--- config.mk ---
export PLATFORM = sky130hd
export DESIGN_NAME = lru_page_replacement
export DESIGN_NICKNAME = d
export VERILOG_FILES = /design/src/hdl/lrupr_pkg.sv /design/src/hdl/lru_page_replacement.sv /design/src/hdl/lrupr_list.sv
export SDC_FILE = /design/constraint.sdc
export NUM_CORES = 1
export LEC_CHECK = 0
export BUFFER_PORTS_ARGS = -buffer_cell sky130_fd_sc_hd__buf_2
export CORE_MARGIN = 2
export CORE_UTILIZATION = 55
export DETAILED_ROUTE_END_ITERATION = 6
export GPL_ROUTABILITY_DRIVEN = 0
export PLACE_DENSITY = 0.76
export SYNTH_ARGS = -nofsm -noshare
export SYNTH_HDL_FRONTEND = slang
export SYNTH_SLANG_ARGS = --single-unit
--- constraint.sdc ---
create_clock -name clk -period 8.4 [get_ports clk]
set_input_delay 0.42 -clock clk [delete_from_list [all_inputs] [get_ports clk]]
set_output_delay 0.42 -clock clk [all_outputs]
set_load 0.02 [all_outputs]
--- src/hdl/lrupr_pkg.sv ---
// Package for the LRU page replacement block.
// Holds the fixed field widths, reset constants and the lookup status type.
// Used by lrupr_list and lru_page_replacement.
package lrupr_pkg;

  localparam int CFG_W   = 4;
  localparam int FAULT_W = 16;
  localparam int RES_W   = 4;

  localparam logic [CFG_W-1:0]   FRAME_RESET = 4'd8;
  localparam logic [FAULT_W-1:0] FAULT_MAX   = 16'hFFFF;

  typedef struct packed {
    logic fault;
    logic evict;
  } lrupr_stat_t;

endpackage

--- src/hdl/lru_page_replacement.sv ---
// LRU page replacement, top level.
// Input register, recency list lookup and update, result register.
// Depends on lrupr_pkg and lrupr_list.
//
// Each input item is one page reference; each produces exactly one result item
// with the fault flag, any evicted page, the saturating fault count and the
// number of resident pages after the reference.
// Both channels use valid and stall; an item moves when valid is high and
// stall is low. cfg_we with cfg_wdata writes the frame count, which is taken
// as 1 when zero and as MAX_FRAMES when larger; write it only while idle.
// From acceptance, the item is held in the input register and passes through
// the list logic into the result register once the result register is free.
// Throughput is one item per cycle while the receiver does not stall, set by
// the combinational parallel match and one-step shift of the recency list.
// When the receiver stalls, the result register holds its item, the input
// register still fills, and in_stall rises once both are occupied.
// Reset empties the list and both registers, clears the fault count, and sets
// the frame count to eight. The list contents are not cleared; only entries
// below the occupancy count are ever read.
module lru_page_replacement #(
  parameter int MAX_FRAMES = 8,
  parameter int PAGE_BITS  = 8
) (
  input  logic                          clk,
  input  logic                          rst_n,
  input  logic                          cfg_we,
  input  logic [lrupr_pkg::CFG_W-1:0]   cfg_wdata,
  input  logic                          in_valid,
  output logic                          in_stall,
  input  logic [PAGE_BITS-1:0]          in_page_number,
  output logic                          out_valid,
  input  logic                          out_stall,
  output logic                          out_page_fault,
  output logic                          out_evicted_valid,
  output logic [PAGE_BITS-1:0]          out_evicted_page,
  output logic [lrupr_pkg::FAULT_W-1:0] out_fault_total,
  output logic [lrupr_pkg::RES_W-1:0]   out_resident_total
);

  localparam int OCC_W = $clog2(MAX_FRAMES + 1);

  logic                          in_vld_r;
  logic [PAGE_BITS-1:0]          in_page_r;
  logic [lrupr_pkg::CFG_W-1:0]   frame_count_r;
  logic [lrupr_pkg::FAULT_W-1:0] fault_cnt_r;
  logic [lrupr_pkg::FAULT_W-1:0] fault_cnt_nxt;
  logic                          out_vld_r;
  logic                          fault_r;
  logic                          evict_r;
  logic [PAGE_BITS-1:0]          evict_page_r;
  logic [lrupr_pkg::FAULT_W-1:0] fault_total_r;
  logic [lrupr_pkg::RES_W-1:0]   resident_r;
  logic                          in_acc;
  logic                          proc_go;
  lrupr_pkg::lrupr_stat_t        stat;
  logic [PAGE_BITS-1:0]          victim;
  logic [OCC_W-1:0]              occ_next;

  assign proc_go  = in_vld_r && (!out_vld_r || !out_stall);
  assign in_stall = in_vld_r && out_vld_r && out_stall;
  assign in_acc   = in_valid && !in_stall;

  lrupr_list #(
    .MAX_FRAMES (MAX_FRAMES),
    .PAGE_BITS  (PAGE_BITS)
  ) u_list (
    .clk         (clk),
    .rst_n       (rst_n),
    .upd         (proc_go),
    .page        (in_page_r),
    .frame_count (frame_count_r),
    .stat        (stat),
    .victim      (victim),
    .occ_next    (occ_next)
  );

  always_comb begin
    if (stat.fault && (fault_cnt_r != lrupr_pkg::FAULT_MAX)) begin
      fault_cnt_nxt = fault_cnt_r + lrupr_pkg::FAULT_W'(1);
    end else begin
      fault_cnt_nxt = fault_cnt_r;
    end
  end

  always_ff @(posedge clk) begin
    if (!rst_n) begin
      in_vld_r      <= 1'b0;
      out_vld_r     <= 1'b0;
      frame_count_r <= lrupr_pkg::FRAME_RESET;
      fault_cnt_r   <= '0;
    end else begin
      if (cfg_we) begin
        frame_count_r <= cfg_wdata;
      end
      if (in_acc) begin
        in_vld_r <= 1'b1;
      end else if (proc_go) begin
        in_vld_r <= 1'b0;
      end
      if (proc_go) begin
        out_vld_r   <= 1'b1;
        fault_cnt_r <= fault_cnt_nxt;
      end else if (!out_stall) begin
        out_vld_r <= 1'b0;
      end
    end
  end

  always_ff @(posedge clk) begin
    if (in_acc) begin
      in_page_r <= in_page_number;
    end
    if (proc_go) begin
      fault_r       <= stat.fault;
      evict_r       <= stat.evict;
      evict_page_r  <= victim;
      fault_total_r <= fault_cnt_nxt;
      resident_r    <= lrupr_pkg::RES_W'(occ_next);
    end
  end

  assign out_valid          = out_vld_r;
  assign out_page_fault     = fault_r;
  assign out_evicted_valid  = evict_r;
  assign out_evicted_page   = evict_page_r;
  assign out_fault_total    = fault_total_r;
  assign out_resident_total = resident_r;

  a_evict_is_fault: assert property (@(posedge clk) disable iff (!rst_n)
    out_vld_r && evict_r |-> fault_r)
    else $error("Eviction reported without a page fault.");

  a_fault_count_step: assert property (@(posedge clk) disable iff (!rst_n)
    proc_go && stat.fault && (fault_cnt_r != lrupr_pkg::FAULT_MAX)
    |=> fault_cnt_r == $past(fault_cnt_r) + lrupr_pkg::FAULT_W'(1))
    else $error("Fault count did not advance on a page fault.");

  a_occ_bound: assert property (@(posedge clk) disable iff (!rst_n)
    proc_go |-> occ_next <= OCC_W'(MAX_FRAMES))
    else $error("Occupancy exceeds the number of frames.");

  a_stall_holds_result: assert property (@(posedge clk) disable iff (!rst_n)
    out_vld_r && out_stall |=> out_vld_r && $stable(fault_total_r))
    else $error("Stalled result changed.");

endmodule

--- src/hdl/lrupr_list.sv ---
// Recency list of resident pages with occupancy count, parallel match and shift.
// Computes hit, eviction and the next list in one pass; updates on upd.
// Depends on lrupr_pkg.
module lrupr_list #(
  parameter int MAX_FRAMES = 8,
  parameter int PAGE_BITS  = 8
) (
  input  logic                        clk,
  input  logic                        rst_n,
  input  logic                        upd,
  input  logic [PAGE_BITS-1:0]        page,
  input  logic [lrupr_pkg::CFG_W-1:0] frame_count,
  output lrupr_pkg::lrupr_stat_t      stat,
  output logic [PAGE_BITS-1:0]        victim,
  output logic [$clog2(MAX_FRAMES+1)-1:0] occ_next
);

  localparam int OCC_W = $clog2(MAX_FRAMES + 1);
  localparam int IDX_W = (MAX_FRAMES > 1) ? $clog2(MAX_FRAMES) : 1;
  localparam int LIM_W = (OCC_W > lrupr_pkg::CFG_W) ? OCC_W : lrupr_pkg::CFG_W;

  logic [PAGE_BITS-1:0]  rec_r   [MAX_FRAMES];
  logic [PAGE_BITS-1:0]  rec_nxt [MAX_FRAMES];
  logic [OCC_W-1:0]      occ_r;
  logic [OCC_W-1:0]      occ_nxt;
  logic [OCC_W-1:0]      occ_dec;
  logic [OCC_W-1:0]      shift_cnt;
  logic [MAX_FRAMES-1:0] match;
  logic                  hit;
  logic [IDX_W-1:0]      hit_pos;
  logic [LIM_W-1:0]      cfg_ext;
  logic [LIM_W-1:0]      lim;
  logic                  full;

  always_comb begin
    cfg_ext = LIM_W'(frame_count);
    if (cfg_ext == '0) begin
      lim = LIM_W'(1);
    end else if (cfg_ext > LIM_W'(MAX_FRAMES)) begin
      lim = LIM_W'(MAX_FRAMES);
    end else begin
      lim = cfg_ext;
    end
  end

  always_comb begin
    for (int i = 0; i < MAX_FRAMES; i++) begin
      match[i] = (OCC_W'(i) < occ_r) && (rec_r[i] == page);
    end
    hit     = 1'b0;
    hit_pos = '0;
    for (int i = MAX_FRAMES - 1; i >= 0; i--) begin
      if (match[i]) begin
        hit     = 1'b1;
        hit_pos = IDX_W'(i);
      end
    end
  end

  always_comb begin
    full       = LIM_W'(occ_r) >= lim;
    occ_dec    = occ_r - OCC_W'(1);
    stat.fault = !hit;
    stat.evict = !hit && full;
    victim     = stat.evict ? rec_r[occ_dec[IDX_W-1:0]] : '0;
    if (hit) begin
      shift_cnt = OCC_W'(hit_pos);
    end else if (full) begin
      shift_cnt = occ_dec;
    end else begin
      shift_cnt = occ_r;
    end
    occ_nxt = (!hit && !full) ? occ_r + OCC_W'(1) : occ_r;
    rec_nxt[0] = page;
    for (int i = 1; i < MAX_FRAMES; i++) begin
      rec_nxt[i] = (OCC_W'(i) <= shift_cnt) ? rec_r[i-1] : rec_r[i];
    end
  end

  assign occ_next = occ_nxt;

  always_ff @(posedge clk) begin
    if (upd) begin
      for (int i = 0; i < MAX_FRAMES; i++) begin
        rec_r[i] <= rec_nxt[i];
      end
    end
  end

  always_ff @(posedge clk) begin
    if (!rst_n) begin
      occ_r <= '0;
    end else if (upd) begin
      occ_r <= occ_nxt;
    end
  end

endmodule

==> results of run 1 <==
-- stage by stage --
| step | worst slack [ns] | util [%] | total power, W |
|---|---|---|---|
| after floorplan | 4.50 | - | 0.000833 |
| after global placement | 4.23 | 60.0 | 0.000865 |
| after detailed placement | 4.07 | 60.0 | 0.000869 |
| final | 4.05 | 65.3 | 0.00156 |
| after CTS | 4.06 | 65.3 | 0.00157 |
| after global routing | 3.57 | 65.3 | 0.00161 |
-- worst reg2reg max path, cell delays in order, from the launching register on --
cell and delay [ns]:
dfxtp_1 0.30, buf_4 0.24, inv_1 0.16, ha_1 0.32
nor2b_1 0.09, o2111ai_1 0.21, nor4_2 0.10, nor4_4 0.50
o311ai_0 0.31, a31oi_1 0.80, a21boi_0 0.95
-- synthesized netlist by cell type (2+ instances only) --
cell / count / area, um^2
nor2b_1: 4 / 25.0
clkbuf_1: 9 / 33.8
buf_1: 2 / 7.51
o21a_1: 5 / 37.5
a21oi_1: 27 / 135
buf_2: 11 / 55.1
or4_1: 5 / 37.5
nand4_1: 12 / 75.1
dfxtp_1: 26 / 521
ha_1: 8 / 100
nor3b_1: 2 / 15.0
nor2_1: 32 / 120
inv_1: 10 / 37.5
or3_1: 10 / 62.6
nand3_1: 19 / 95.1
and3_1: 4 / 25.0
nor3_1: 10 / 50.1
nand2_1: 37 / 139
o21ai_1: 3 / 15.0
nor4_4: 2 / 42.5
o211ai_1: 2 / 15.0
mux2i_1: 5 / 50.1
nor4_2: 2 / 25.0
mux2_2: 2 / 22.5
o31ai_1: 3 / 22.5
edfxtp_1: 102 / 3060
nor4_1: 3 / 18.8
xor2_1: 44 / 385
o21ai_0: 9 / 45.0
xnor2_1: 46 / 403
and2_1: 2 / 12.5
mux4_2: 16 / 360
-- final cells by class --
cell class,instances,area share (%)
clock buffer,18,6.01
clock inverter,14,2.02
inverter,10,0.526
multi-input combinational,334,35.1
sequential,128,50.2
tap,140,2.45
timing repair buffer,51,3.68
-- worst paths after layout --
path              slack (ns)                  to  depth (start not counted)          startpoint
setup reg to reg        4.05  u_list.rec_r[3][6]                         10     u_list.occ_r[0]
hold / removal          0.17        in_page_r[3]                          1   in_page_number[3]
setup / recovery        4.05  u_list.rec_r[3][6]                         10     u_list.occ_r[0]
hold reg to reg         0.50  u_list.rec_r[3][5]                          0  u_list.rec_r[2][5]
-- metal layers --
metal,up-vias,wire [um],global-route usage [%]
met2,124,6290,35.1
met4,0,216,6.50
met3,18,683,6.42
li1,1916,-,-
met5,-,0,0
met1,1973,5630,28.5
-- report_power, final --
group	internal (W)	switching (W)	leakage [nW]
registers	0.000709	0.0000221	1.15
clock network	0.000434	0.000271	0.271
logic	0.0000522	0.0000736	1.07
total	0.00120	0.000367	2.49
-- logic make-up (layout without fill, tap and decap cells) --
logic type      after synthesis  after routing
mux                          23             23
fa+ha+maj                     8              8
compound gates               63             63
flops                       128            128
xor+xnor                     90             90
simple gates                150            150
buf+inv                      35             93
-- state kept, by name, summed over array words and instances (netlist names) --
| name | count |
|---|---|
| u_list.rec_r | 64 |
| out_page_fault | 1 |
| out_valid | 1 |
| in_page_r | 8 |
| fault_cnt_r | 16 |
| out_resident_total | 4 |
| out_evicted_page | 8 |
| out_fault_total | 16 |
| out_evicted_valid | 1 |
| frame_count_r | 4 |
| in_vld_r | 1 |
| u_list.occ_r | 4 |
-- placed cells by master (no fill, tap or decap), drive strengths merged, types with 5 or more instances in the layout --
cell type and count:
clkbuf 18, o21ai 12, nor3 10, xor2 44, nor4 7, o21a 5
mux2i 5, nand2 37, clkinv 9, dfxtp 26, inv 10, mux4 16
ha 8, edfxtp 102, a21oi 27, buf 51, nand4 12, nor2 32
xnor2 46, or3 10, nand3 19, or4 6
==> impl_results.md, run 1 <==
* Clk slew on worst S/H paths at 0.06 ns
* Overall die area at about 12000 um^2
* Tot GR Track Use at a little over a fifth
* Pwr Density at 219 nW/um^2
* Summed instance area of the synthesized netlist at between 6000 and 7000 um^2
* Port Buf Inserts at 48
* Number of distinct standard cells referenced by the synthesized netlist at 55
* Multiplexer share of the synthesized area at 6.93%
* Result of the run: finished clean
* Leftover overflow at the end of global routing at 0
* Final count of pins violating max slew at 0
* Maxcap violations at 0
* Syn Nets at between 500 and 600
* Worst-case headroom to the max-slew limit at 25.7%
* Worst clock skew on the final layout at 0.0114 ns
* Post-synthesis sequential area ratio at a little under three fifths
* Layout cells sized above 1 at between 15 and 20%
* CTS tree: built
* Effective utilization at floorplan at between 50% and 60%
* Share of the synthesized netlist area taken by xor and xnor gates at 12.6%
* Series of cell instances along the critical path: buf_4, inv_1, ha_1, nor2b_1, o2111ai_1, nor4_2, nor4_4, o311ai_0, a31oi_1, a21boi_0
* Fill cell total of the finished layout at between 800 and 900
* Resized Gates After CTS at 0
* Bufs and invs on worst path at 2
* CP top delay family: compound AO/OA/AOI/OAI gates
* Post-DP HPWL at ~9000 um
* Max stage delay on crit path at about 0.95 ns
* Core area at ~11000 um^2
* Number of standard cells after synthesis at between 400 and 500
* Mean instance size in the synthesized netlist at between 10 and 15 um^2
* Critical path's slowest cell: a21boi_0
* Clk Tree Root Cell: clkbuf_16
* Routed wire length per instance at roughly 18 um
* Primary FF master, synth: edfxtp_1
* Number of buffers created by CTS at 17
* Leakage at about 2.5 nW
* Unrepaired setup endpoints after global routing: no
* Fmax achieved at 230 MHz
* Number of vias per cell after detailed routing at 5.80
* Growth of design area from synthesis to finish at 14.3%
* Chip height at around 110 um
* Iteration-0 DRC count of the detailed router at approximately 290
* Async SR Flop Fraction at 0%
* Number of non-filler instances in the completed layout at 695
* Final TNS setup at 0 ns
* Layout Cell Area excl Fill at roughly 7000 um^2
* Maximum resistive drop on vdd at 0.232 mV
* Hold-fix buffers, CTS at 0
* Number of nets in the final layout at roughly 570
* Insertion delay to the later sink of the worst-skew pair at between 0.4 and 0.5 ns
* Combinational family with the most area after synthesis: simple AND/OR/NAND/NOR gates
* Register Area at 3580 um^2
* Htree depth at 4
* Crit path required time at approximately 8.4 ns
* # setup viols final at 0
* Clock sink total at ~130
* Inst Count DP at about 660
* Number of flops mapped to enable cells by yosys at ~100
* Hold Fails Final Rpt at 0
* Time the final worst path needs with I/O delays and setup at approximately 4.4 ns
* Arrival @ worst endpoint at between 4 and 5 ns
* Placed inst area at between 6000 and 7000 um^2
* Remaining routing DRC violations at 0
* Compound-gate portion of the synthesized area at around 6.3%
* DRT Wirelength at around 13000 um
* Adder-cell share of the synthesized area at roughly 1.6%
* Worst hold slack at 0.172 ns
* Count of boundary I/O pins at a little under 50
* Total number of yosys warnings at 0
* DR pass1 iterations at 5
* Type of the most critical hold path: primary input to flip-flop
* ANT nets after route at 0
* Transition at the pin with the smallest max-transition slack at approximately 1.1 ns
* Multi-input gate area in the final layout at between 2000 and 3000 um^2
* X dimension of the die at around 110 um
* Fraction of the cycle the final worst path needs at 51.8%
* Number of buffers added for setup after CTS at 0
* Worst Setup End Kind: flip-flop
* Total of flip-flops plus latches after synthesis at ~130
* Critical path start-end classification: flip-flop to flip-flop
* Synth Area in Simple Gates at ~13%
* Critical path startpoint category: flip-flop
* Via count of the first global-routing pass at between 4k and 5k
* Via count at a little over 4k
* Maximum root-to-sink buffer count at 2
* Number of antenna violations at the first check in global routing at 0
* Ant. Diodes at 0
* Maximum number of pins on one net before global-route repair at between 40 and 50
* Critical path fanouts, max at 24
* First-pass GRT wire length at between 20000 and 25000 um
* Rows at 38
Note: power is estimated with default switching activity, not from simulation.
==> inputs of run 2 (changes only) <==
Settings changed: CORE_UTILIZATION 55 to 54, PLACE_DENSITY 0.76 to 0.78.
Clock period 8.4 ns to 3.95 ns, I/O delays scaled along.
==> run 2 against run 1 <==
  * Utilization fell by 1.3 points
  * Count of clock-buffer cells in the layout is 9 higher
  * Combinational power grew 130%
  * Cell area grew 1.9%
  * Cell count grew 3.2%
  * Clock skew fell by 0.0024 ns
  * Total power grew 110%
  * Register-to-register slack got worse by 3.5 ns
  * Largest cell class unchanged
  * Highest routed layer unchanged
==> impl_results.md, run 2 (same netlist as run 1, synthesis figures left out) <==
* Pwr Density at 449 nW/um^2 (+110%)
* Share of the core filled with cells at 64.0% (-1.3 points)
* Setup Slack @ Placement at 0.600 ns (-3.47 ns)
* Number of vias per cell after detailed routing at 5.80 (about the same)
* Number of buffers added for setup after CTS at 0 (unchanged)
* Post-DP HPWL at 9280 um (+3.4%)
* Result of the run: finished clean
* Maximum resistive drop on vdd at 0.335 mV (+44%)
* DR top layer: met4
* Transition at the pin with the smallest max-transition slack at 0.798 ns (-0.306 ns)
* Critical Path Most Common Cell: buf_4
* Clk slew on worst S/H paths at 0.05 ns (about the same)
* Iteration-0 DRC count of the detailed router at 297 (+1.0%)
* Launch instance of the worst min-delay path: cfg_wdata[1]
* Wire length the detailed router placed on met1 at 5600 um (-0.44%)
* Via count of the first global-routing pass at 4147 (+3.5%)
* # setup viols final at 0 (unchanged)
* X dimension of the die at 112 um (+0.89%)
* Number of buffers created by CTS at 17 (unchanged)
* Critical path startpoint category: flip-flop
* Hold path endpoint: frame_count_r[1]
* End of the worst register-to-register path: u_list.rec_r[3][0]
* Tot GR Track Use at 22.2% (+0.50 points)
* CTS tree: built
* Unrepaired setup endpoints after global routing: no
* Routed wire length per instance at 18.3 um (-0.73%)
* Crit path required time at 4.13 ns (-4.31 ns)
* Max stage delay on crit path at 0.50 ns (-0.45 ns)
* DR pass1 iterations at 5 (unchanged)
* Resized Gates After CTS at 0 (unchanged)
* Register Area at 3580 um^2 (unchanged)
* Flop-to-flop setup slack at 0.54 ns (-3.51 ns)
* Number of non-filler instances in the completed layout at 717 (+3.2%)
* Fill cell total of the finished layout at 845 (+3.8%)
* Port Buf Inserts at 48 (unchanged)
* Fraction of the cycle the final worst path needs at 86.2% (+34 points)
* Time the final worst path needs with I/O delays and setup at 3.41 ns (-0.944 ns)
* Most common cell after layout, fill and taps aside: edfxtp_1
* Flip-flop count of the largest register after layout at 64 (unchanged)
* Final count of pins violating max slew at 0 (unchanged)
* Ant. Diodes at 0 (unchanged)
* Fmax achieved at 294 MHz (+28%)
* Number of antenna violations at the first check in global routing at 0 (unchanged)
* ANT nets after route at 0 (unchanged)
* Layout cells sized above 1 at 19.9% (+0.40 points)
* First-pass GRT wire length at 21200 um (+2.1%)
* Number of nets in the final layout at 586 (+3.4%)
* Register containing the most flip-flops in the final layout: u_list.rec_r
* Core area at 11400 um^2 (+4.0%)
* Worst hold slack at 0.0241 ns (-0.148 ns)
* DRT Wirelength at 13100 um (+2.4%)
* Overall die area at 12400 um^2 (+1.8%)
* Clk Tree Root Cell: clkbuf_16
* Hold path depth at 3 (+2)
* Clock sink total at 128 (unchanged)
* Hold Fails Final Rpt at 0 (unchanged)
* Type of the most critical hold path: primary input to flip-flop
* Rows at 39 (+2.6%)
* Worst clock skew on the final layout at 0.00905 ns (-0.00238 ns)
* Final TNS setup at 0 ns (unchanged)
* Count of boundary I/O pins at 49 (unchanged)
* Chip height at 112 um (+0.89%)
* Arrival @ worst endpoint at 3.59 ns (-0.80 ns)
* Inst Count DP at 675 (+1.8%)
* Htree depth at 4 (unchanged)
* Growth of design area from synthesis to finish at 16.5%
* Critical path start-end classification: flip-flop to flip-flop
* Commonest cells after routing, fill and taps aside: 102 x edfxtp_1, 48 x buf_2, 46 x xnor2_1
* Maximum root-to-sink buffer count at 2 (unchanged)
* Worst-case headroom to the max-slew limit at 46.4% (+21 points)
* Bufs and invs on worst path at 3 (+1)
* Leftover overflow at the end of global routing at 0 (unchanged)
* Series of cell instances along the critical path: inv_1, ha_1, or2_0, a2111oi_0, nand4_1, nor4bb_1, buf_4, and2_1, a211oi_2, a21boi_0, buf_4
* Worst Setup End Kind: flip-flop
* Critical register-to-register path startpoint: u_list.occ_r[1]
* Remaining routing DRC violations at 0 (unchanged)
* Effective utilization at floorplan at 54.9% (-2.2 points)
* Wire length on met3 at 803 um (+18%)
* Critical path fanouts, max at 10 (-58%)
* CP top delay family: simple AND/OR/NAND/NOR gates
* Leakage at 2.57 nW (+3.3%)
* Insertion delay to the later sink of the worst-skew pair at 0.42 ns (about the same)
* Maximum number of pins on one net before global-route repair at 27 (-37%)
* Maxcap violations at 0 (unchanged)
* Multi-input gate area in the final layout at 2500 um^2 (-0.20%)
* Met2 wire length at 6340 um (+0.75%)
* Worst reg2reg path depth at 11 (+1)
* Via count at 4159 (+3.2%)
* Critical path's slowest cell: dfxtp_1
* Worst Slack Setup Final at 0.543 ns (-3.51 ns)
==> run 2: metal layers <==
| metal | track usage [%] | up-vias |
|---|---|---|
| met5 | 0 | - |
| met4 | 10.6 | 0 |
| met3 | 6.59 | 32 |
| met2 | 34.3 | 146 |
| met1 | 29.0 | 2027 |
| li1 | - | 1954 |
==> run 2: tightest hold or removal path, delay by kind of cell <==
family / cells / cell delay (ns)
buffers and inverters: 1 / 0.08
multiplexers: 1 / 0.06
AND/OR/NAND/NOR: 1 / 0.07
==> run 2: area by class of cell <==
| cell class | count | share of cell area [%] |
|---|---|---|
| clock buffers | 27 | 7.05 |
| clock inverters | 5 | 0.413 |
| inverters | 10 | 0.516 |
| multi-input cells | 334 | 34.4 |
| flip-flops and latches | 128 | 49.3 |
| well taps | 143 | 2.46 |
| repair buffers | 70 | 5.92 |
==> run 2: power by group <==
part / switching (W) / internal (W) / leakage, nW
logic: 0.000165 / 0.000124 / 1.16
registers: 0.0000466 / 0.00151 / 1.15
clock network: 0.000543 / 0.000881 / 0.263
total: 0.000754 / 0.00251 / 2.57
==> run 2: worst max-delay path by stage <==
stage                    startpoint                  to  slack (ns)  cells past startpoint
global placement       in_page_r[3]  u_list.rec_r[5][0]        0.68                      7
finish              u_list.occ_r[1]  u_list.rec_r[3][0]        0.54                     11
global route        u_list.occ_r[1]  u_list.rec_r[3][5]        0.38                     11
detailed placement     in_page_r[3]  u_list.rec_r[5][0]        0.60                      7
floorplan           u_list.occ_r[0]  u_list.rec_r[3][0]        0.05                     11
CTS                 u_list.occ_r[1]  u_list.rec_r[3][5]        0.57                     11
==> run 2: through the flow <==
step,total power [W],area [um^2]
5_1_grt,0.00337,7280
3_5_place_dp,0.00186,6630
3_3_place_gp,0.00185,6630
2_1_floorplan,0.00177,6240
4_1_cts,0.00329,7280
6_report,0.00327,7280
==> run 2: what timing repair did <==
item / 4_1_cts / 5_1_grt
endpoints found under the setup margin: 0 / 0
hold endpoints to repair: 10 / 0
hold buffers: 10 / 0
